[src/hw/rtl/rss_keycmp.sv]
module rss_keycmp (
  input  logic signed [31:0] a_i,
  input  logic signed [31:0] b_i,
  output logic               le_o
);

  // signed key compare, true when a <= b
  assign le_o = (a_i <= b_i);

endmodule

[config.mk]
export PLATFORM = sky130hd
export DESIGN_NAME = rss_keycmp
export DESIGN_NICKNAME = d
export VERILOG_FILES = /design/src/hw/rtl/rss_keycmp.sv
export SDC_FILE = /design/constraint.sdc
export NUM_CORES = 1
export LEC_CHECK = 0
export BUFFER_PORTS_ARGS = -buffer_cell sky130_fd_sc_hd__buf_2
export CELL_PAD_IN_SITES_DETAIL_PLACEMENT = 0
export CELL_PAD_IN_SITES_GLOBAL_PLACEMENT = 1
export CORE_AREA = 3 3 63 65
export DETAILED_ROUTE_END_ITERATION = 8
export DIE_AREA = 0 0 66 68
export GPL_ROUTABILITY_DRIVEN = 0
export PLACE_DENSITY = 0.82
export SYNTH_ARGS = -nofsm -noshare
export SYNTH_HDL_FRONTEND = slang
export SYNTH_SLANG_ARGS = --single-unit
[constraint.sdc]
create_clock -name vclk -period 1.9
set_input_delay 0.19 -clock vclk [all_inputs]
set_output_delay 0.19 -clock vclk [all_outputs]
set_load 0.03 [all_outputs]
==> results of run 1 <==
-- layout by cell type, fill, tap and decap left out --
cell type / instances
o21ai_2: 1
buf_6: 7
mux2_4: 1
inv_1: 24
a221o_1: 1
inv_4: 2
nand2_1: 9
and4_1: 1
nand3_1: 3
buf_2: 58
a21oi_1: 12
nand4_1: 6
ha_4: 10
nor3_1: 1
a211o_1: 1
a21oi_2: 4
o21ai_1: 3
o211ai_1: 1
a21o_1: 3
nor2_1: 1
o21ai_0: 1
buf_4: 8
nor4_4: 1
nor4_1: 1
ha_1: 22
inv_2: 8
-- metal layers --
| metal | routed length, um | global-route usage, % | vias to the layer above |
|---|---|---|---|
| met2 | 1070 | 15.3 | 24 |
| met4 | 0 | 0 | 0 |
| met1 | 932 | 11.8 | 423 |
| li1 | - | - | 554 |
| met5 | 0 | 0 | - |
| met3 | 115 | 0.164 | 0 |
-- worst min-delay path, stage by stage --
cell,delay [ns]
buf_2,0.08
ha_1,0.15
buf_4,0.12
mux2_4,0.14
buf_6,0.12
-- power groups by stage --
| stage | registers [W] | clock network [W] | logic [W] |
|---|---|---|---|
| floorplan | 0 | 0 | 0.000159 |
| global placement | 0 | 0 | 0.000277 |
| detailed placement | 0 | 0 | 0.000280 |
| CTS | 0 | 0 | 0.000300 |
| global route | 0 | 0 | 0.000341 |
| finish | 0 | 0 | 0.000298 |
-- final cells by class --
| cell class | count | share of cell area (%) |
|---|---|---|
| Inverter | 34 | 9.06 |
| Multi-Input combinational cell | 83 | 57.7 |
| Tap cell | 46 | 3.93 |
| Timing Repair Buffer | 73 | 29.3 |
-- worst paths after layout --
path  endpoint     from  cells past startpoint  slack [ns]
max       le_o  a_i[11]                      9       -0.15
min       le_o  a_i[31]                      5        0.99
-- per-stage QoR --
stage | hold WS, ns | cells | utilization (%) | worst slack [ns] | instance area (um^2)
after floorplan | 0.740 | 117 | - | 0.00813 | 946
after global placement | 1.04 | 236 | 41.0 | -0.271 | 1390
after detailed placement | 1.04 | 236 | 41.0 | -0.286 | 1390
after CTS | 0.982 | 236 | 42.7 | -0.159 | 1450
after global routing | 1.03 | 236 | 43.2 | -0.229 | 1460
final | 0.987 | 236 | 43.2 | -0.152 | 1460
-- kinds of logic after synthesis --
logic type      Yosys count  share of synthesized area (%)
simple gates             23                           14.9
buf+inv                  34                           15.5
compound gates           27                           19.6
mux                       1                           1.37
fa+ha+maj                32                           48.6
-- timing repair --
| action | CTS | global route |
|---|---|---|
| pin swaps | 9 | 1 |
| setup buffers | 0 | 0 |
| setup endpoints to repair | 1 | 1 |
| gates resized for setup | 13 | 2 |
==> impl_metrics.yaml, run 1 <==
sta:
  hold_viol_final: 0
  rsz0062_at_grt: "true"
  finalSetupViolCount: 1
  worstMarginPinSlew_ns: 0.213
  max_freq_mhz: 487
  period_needed_ns: 2.05
  slew_headroom_pct: 85.7
  finalCritPeriodShare_pct: 108
  fin_ws_ns: -0.152
  fin_setup_tns_ns: -0.152
  slew_violations: 0
setup_path:
  end_kind: "output port"
  cp.required_ns: 1.71
  slowest_delay_ns: 0.31
  cp_max_fo: 2
  crit_buf_inv: 2
  startpoint_type: "input port"
  crit_chain: "buf_2 > ha_4 > nand4_1 > nor2_1 > a221o_1 > a211o_1 > a21oi_2 > mux2_4 > buf_6"
  slowest_stage: "a221o_1"
  critPathKind: "in -> out"
  path_delay_family: "compound AO/OA/AOI/OAI gates"
  arrival_ns: 1.86
pwr:
  total_power_w: 0.000298
  cellLeakagePower_nw: 0.847
  ir_drop_v: 0.0000501
  pwr-share-seq_pct: 0
  combPwrFrac_pct: 100.0
  power_density_nw_per_um2: 204
  switching_share_pct: 44.3
  power.switching_w: 0.000132
  power_frac_clock_pct: 0
  p_int_w: 0.000166
final_layout:
  drive_above_1_share_pct: 52.6
  clkbuf_count: 0
  regArea_um2: 0
  area_growth_pct: 77.8
  multi_input_area_um2: 845
  final_nets: 288
  design.seq.count: 0
  fill_cells: 354
  n_antenna_cell: 0
yosys:
  seq_area_frac_synth_pct: 0
  ys_types: 20
  synth.cell_area_um2: 823
  syn_avg_cell_area_um2: 7.04
  synthesis.nets: 213
  synth_top_area_share_pct: 48.6
  synth_most_common_cell: "inv_1"
  yosys-top-cells-area: "ha_1, inv_1, a21oi_1, nand4_1, nand2_1"
  yosys_warnings: 0
  yosysTopAreaCell: "ha_1"
  ys_top_cells_by_count: "inv_1, ha_1, a21oi_1"
  synthCells: 117
status:
  violations: "setup timing"
  status: "complete, but fails checks"
routing:
  wl_mm: 2.12
  wl_per_cell_um: 8.98
  viasPerCell: 4.24
  drc: 0
  drt_iter0_drc: 15
  vias: 1001
  drtPass1Iterations: 2
  antenna_left: 0
global_route:
  overflow: 0
  first_global_vias: 861
  grt_max_degree: 4
  antenna_found_initial: 0
  grt_use_total_pct: 8.41
  grt_pass1_wl_mm: 3.18
hold_path:
  hp-class: "in -> out"
floorplanning:
  die_w_um: 66
  die_h_um: 68
  io_pins: 65
  start_util_pct: 24.3
  rows: 21
  die-area_um2: 4490
  design.core.area_um2: 3390
placed_design:
  place_hpwl_mm: 2.03
  port_buffers: 65
job:
  max_cap_viol_count: 0
cts:
  cts_hold_buffers: 0
No activity file was read; power rests on OpenSTA's default activity.
==> inputs of run 2 (changes only) <==
==> config.mk (replaced) <==
export PLATFORM = sky130hd
export DESIGN_NAME = rss_keycmp
export DESIGN_NICKNAME = d
export VERILOG_FILES = /design/src/hw/rtl/rss_keycmp.sv
export SDC_FILE = /design/constraint.sdc
export NUM_CORES = 1
export LEC_CHECK = 0
export ABC_AREA = 1
export BUFFER_PORTS_ARGS = -buffer_cell sky130_fd_sc_hd__buf_2
export CELL_PAD_IN_SITES_DETAIL_PLACEMENT = 0
export CELL_PAD_IN_SITES_GLOBAL_PLACEMENT = 1
export CORE_AREA = 3 3 65 67
export DETAILED_ROUTE_END_ITERATION = 8
export DIE_AREA = 0 0 68 70
export GPL_ROUTABILITY_DRIVEN = 0
export PLACE_DENSITY = 0.83
export SYNTH_ARGS = -nofsm -noshare
export SYNTH_HDL_FRONTEND = slang
export SYNTH_SLANG_ARGS = --single-unit
==> run 2 against run 1 <==
The flow now finishes without violations. Maximum frequency rose by 17%. Largest power group unchanged. Global-route usage fell by 0.37 points. Core utilization fell by 8.1 points. First-iteration DRC count fell by 73%. Synthesized area rose by 10%. Worst hold slack improved by 0.015 ns. Highest routed layer unchanged. Final cell count rose by 8.5%. Flip-flop and latch count did not move. Die area rose by 6.1%. Via count rose by 3.5%. Clock-buffer cell count did not move. Largest cell class unchanged. Non-clock buffer count fell by 8.
==> impl_metrics.yaml, run 2 <==
status:
  status: "complete, no violations"
floorplanning:
  rows: 22
  start_util_pct: 24.7
  die-area_um2: 4760
  io_pins: 65
  die_h_um: 70
  design.core.area_um2: 3690
  die_w_um: 68
final_layout:
  design.seq.count: 0
  final_area_um2: 1290
  drive_above_1_share_pct: 37.0
  regArea_um2: 0
  final_nets: 306
  multi_input_area_um2: 756
  clkbuf_count: 0
  area_growth_pct: 42.4
  n_antenna_cell: 0
  fill_cells: 416
  final_cell_mix: "buf_2, inv_1, nand2_1, ha_1, a21oi_1"
  final_common_cell: "buf_2"
routing:
  drt_iter0_drc: 4
  drc: 0
  drtPass1Iterations: 3
  antenna_left: 0
  wl_mm: 2.00
  vias: 1036
  wl_per_cell_um: 7.80
  viasPerCell: 4.05
pwr:
  power_frac_clock_pct: 0
  cellLeakagePower_nw: 0.871
  total_power_w: 0.000249
  pwr-share-seq_pct: 0
  combPwrFrac_pct: 100.0
  power.switching_w: 0.000125
  ir_drop_v: 0.0000532
  p_int_w: 0.000125
  switching_share_pct: 50.0
  power_density_nw_per_um2: 193
yosys:
  yosys-top-cells-area: "ha_1, inv_1, nand2_1, a21oi_1, nand4_4"
  yosys_warnings: 0
  synth_top_area_share_pct: 44.0
  synth_top_family_by_area: "adder cells"
  ys_top_cells_by_count: "inv_1, ha_1, nand2_1"
  synth-simple-area-share_pct: 27.2
  ys_types: 19
  yosysTopAreaCell: "ha_1"
  synthCells: 143
  synth-xor-area-share_pct: 0
  synth-compound-area-share_pct: 11.8
  synth_most_common_cell: "inv_1"
  synthMuxAreaShare_pct: 0
  synth_fa_ha_area_share_pct: 44.0
  seq_area_frac_synth_pct: 0
  synth.cell_area_um2: 910
  synthesis.nets: 239
  syn_avg_cell_area_um2: 6.36
sta:
  fin_setup_tns_ns: 0
  max_freq_mhz: 570
  period_needed_ns: 1.75
  slew_headroom_pct: 88.9
  finalCritPeriodShare_pct: 92.3
  finalSetupViolCount: 0
  worstMarginPinSlew_ns: 0.165
  slew_violations: 0
  rsz0062_at_grt: "false"
  fin_ws_ns: 0.146
  hold_viol_final: 0
placed_design:
  placed_area_um2: 1290
  dp_slack_ns: 0.120
  port_buffers: 65
  place_hpwl_mm: 1.96
setup_path:
  startpoint_type: "input port"
  cp_max_fo: 2
  critPathKind: "in -> out"
  end_kind: "output port"
  cp.required_ns: 1.71
  arrival_ns: 1.56
global_route:
  antenna_found_initial: 0
  grt_pass1_wl_mm: 3.30
  grt_max_degree: 5
  first_global_vias: 914
  grt_use_total_pct: 8.03
  overflow: 0
hold_path:
  hp-class: "in -> out"
cts:
  cts_resized: 0
  cts_setup_buffers: 0
  cts_hold_buffers: 0
job:
  max_cap_viol_count: 0
run 2: kinds of logic (layout without fill, tap and decap cells):
logic type,Yosys count,count (layout)
adders and majority gates,32,32
and+or+nand+nor,51,51
buffers and inverters,41,106
AOI/OAI and AO/OA,19,19
run 2: stage by stage:
step | hold WS (ns) | cells | util (%)
floorplan | 0.887 | 143 | -
global placement | 1.01 | 256 | 35.1
detailed placement | 1.01 | 256 | 35.1
CTS | 1.01 | 256 | 35.1
global route | 1.08 | 256 | 35.1
finish | 1.00 | 256 | 35.1
run 2: cell type report:
cell class / count / area share [%]
well taps: 48 / 4.64
inverters: 41 / 11.9
multi-input cells: 102 / 58.4
repair buffers: 65 / 25.1
run 2: worst paths after layout:
check	from	end	slack (ns)	cells past startpoint
max	b_i[23]	le_o	0.15	12
min	a_i[31]	le_o	1.00	6
run 2: metal layers:
layer | global-route usage, % | share of wire, % | up-vias
met3 | 0.804 | 10 | 0
met4 | 0 | 0 | 0
met2 | 15.2 | 46 | 36
met1 | 10.0 | 44 | 416
met5 | 0 | 0 | -
li1 | - | - | 584
run 2: power groups by stage:
stage          Clock [W]  Sequential, W  Combinational (W)
2_1_floorplan          0              0           0.000157
3_3_place_gp           0              0           0.000252
3_5_place_dp           0              0           0.000255
4_1_cts                0              0           0.000257
5_1_grt                0              0           0.000298
6_report               0              0           0.000249
run 2: worst max-delay path, cell delays in order:
cell and delay [ns]:
buf_2 0.07, inv_1 0.03, ha_1 0.28, nand2_1 0.07
nor2_2 0.17, nand4_4 0.09, nor3b_2 0.19, nand2_1 0.09
nand2_1 0.06, nand2_1 0.04, nand3_1 0.05, buf_2 0.20
==> inputs of run 3 (changes only) <==
--- a/config.mk
+++ b/config.mk
@@ -7,13 +7,14 @@
 export LEC_CHECK = 0
 export ABC_AREA = 1
 export BUFFER_PORTS_ARGS = -buffer_cell sky130_fd_sc_hd__buf_2
+export CAP_MARGIN = 40
 export CELL_PAD_IN_SITES_DETAIL_PLACEMENT = 0
 export CELL_PAD_IN_SITES_GLOBAL_PLACEMENT = 1
-export CORE_AREA = 3 3 65 67
+export CORE_AREA = 3 3 61 63
 export DETAILED_ROUTE_END_ITERATION = 8
-export DIE_AREA = 0 0 68 70
+export DIE_AREA = 0 0 64 66
 export GPL_ROUTABILITY_DRIVEN = 0
-export PLACE_DENSITY = 0.83
+export PLACE_DENSITY = 0.89
 export SYNTH_ARGS = -nofsm -noshare
 export SYNTH_HDL_FRONTEND = slang
 export SYNTH_SLANG_ARGS = --single-unit
==> constraint.sdc (replaced) <==
create_clock -name vclk -period 1.8
set_input_delay 0.18 -clock vclk [all_inputs]
set_output_delay 0.18 -clock vclk [all_outputs]
set_load 0.03 [all_outputs]
==> run 3 against run 2 <==
Final area grew 1.6%. Flip-flop and latch count is the same. Die area shrank 11%. Worst setup slack lost 0.034 ns. Largest power group unchanged. Global-route usage grew 0.19 points. Highest routed layer unchanged. Via count shrank 0.48%. Total power grew 9.7%. Non-clock buffer count is the same. Worst hold slack lost 0.071 ns. Core utilization grew 5.0 points. Combinational power grew 10%. Critical path depth shrank 1.
==> impl_metrics.yaml, run 3 (synthesized netlist as in run 2, its figures left out) <==
global_route:
  grt_use_total_pct: 8.22
  grt_max_degree: 5
  grt_pass1_wl_mm: 3.08
  first_global_vias: 819
  antenna_found_initial: 0
  overflow: 0
floorplanning:
  design.core.area_um2: 3280
  die-area_um2: 4220
  start_util_pct: 27.7
  die_h_um: 66
  die_w_um: 64
  io_pins: 65
  rows: 21
sta:
  slew_headroom_pct: 87.7
  hold_viol_final: 0
  finalCritPeriodShare_pct: 93.8
  fin_setup_tns_ns: 0
  worstMarginPinSlew_ns: 0.183
  finalSetupViolCount: 0
  rsz0062_at_grt: "false"
  period_needed_ns: 1.69
  max_freq_mhz: 592
  slew_violations: 0
setup_path:
  path_delay_family: "simple AND/OR/NAND/NOR gates"
  slowest_delay_ns: 0.28
  slowest_stage: "ha_1"
  cp.required_ns: 1.62
  startpoint_type: "input port"
  critPathKind: "in -> out"
  crit_buf_inv: 3
  arrival_ns: 1.51
  path_depth: 11
  crit_chain: "buf_2 > inv_1 > ha_1 > nand2_1 > nor2_4 > nand4_4 > nor3b_2 > nand2_1 > nand3_1 > nand3_1 > buf_6"
  startpoint: "b_i[23]"
  end_kind: "output port"
  cp_max_fo: 2
routing:
  wl_mm: 1.91
  drc: 0
  drt_iter0_drc: 14
  viasPerCell: 4.06
  drtPass1Iterations: 2
  wl_per_cell_um: 7.53
  antenna_left: 0
  vias: 1031
final_layout:
  fill_cells: 369
  final_common_cell: "buf_2"
  area_growth_pct: 44.7
  final_cell_mix: "buf_2, inv_1, nand2_1, ha_1, a21oi_1"
  drive_above_1_share_pct: 37.5
  fin_cells: 254
  n_antenna_cell: 0
  clkbuf_count: 0
  final_nets: 306
  design.seq.count: 0
  final_util_pct: 40.1
  regArea_um2: 0
pwr:
  p_int_w: 0.000139
  pwr-share-seq_pct: 0
  total_power_w: 0.000274
  combPwrFrac_pct: 100.0
  switching_share_pct: 49.3
  power.switching_w: 0.000135
  power_frac_clock_pct: 0
  cellLeakagePower_nw: 0.873
  power_density_nw_per_um2: 208
  ir_drop_v: 0.0000668
cts:
  cts_hold_buffers: 0
placed_design:
  port_buffers: 65
  place_hpwl_mm: 1.85
  post-place-cells: 254
status:
  status: "complete, no violations"
hold_path:
  min_delay_path_depth: 6
  worstHoldStart: "a_i[31]"
  hp-class: "in -> out"
job:
  max_cap_viol_count: 0
[run 3: cell count changes in the layout (fill, tap and decap cells not counted)]
| cell | before | now |
|---|---|---|
| buf_6 | 0 | 1 |
| buf_2 | 65 | 64 |
| ha_4 | 0 | 1 |
| nor2_4 | 1 | 2 |
| ha_1 | 32 | 31 |
| nor2_2 | 2 | 1 |
[run 3: per-layer routing]
metal	track usage, %	up-vias	share of wire (%)
met2	13.4	42	42
li1	-	584	-
met5	0	-	0
met3	0.850	0	10
met4	0	0	0
met1	12.2	405	48
[run 3: worst paths after layout]
check   end
min    le_o
max    le_o
[run 3: tightest hold or removal path, cell delays in order]
cell	delay [ns]
buf_2	0.11
ha_4	0.15
inv_1	0.04
nand2_1	0.05
nand3_1	0.07
buf_6	0.15
[run 3: repair_timing]
item,in CTS,in global routing
setup endpoints to repair,0,1
resized for setup,0,5
setup buffers,0,0
[run 3: area by class of cell]
type	count	area, um^2	area share [%]
Multi-Input combinational cell	102	773	58.7
Timing Repair Buffer	65	332	25.2
Inverter	41	154	11.7
Tap cell	46	57.6	4.37
[run 3: power groups by stage]
stage,logic (W),clock network (W),registers [W]
after global placement,0.000265,0,0
after CTS,0.000268,0,0
final,0.000274,0,0
after global routing,0.000320,0,0
after detailed placement,0.000266,0,0
after floorplan,0.000165,0,0
[run 3: through the flow]
step / setup WS, ns / hold slack (ns) / area [um^2]
5_1_grt: 0.00745 / 0.963 / 1320
2_1_floorplan: 0.256 / 0.867 / 910
4_1_cts: 0.0422 / 0.994 / 1290
6_report: 0.112 / 0.931 / 1320
3_3_place_gp: 0.0990 / 0.981 / 1290
3_5_place_dp: 0.0470 / 0.990 / 1290
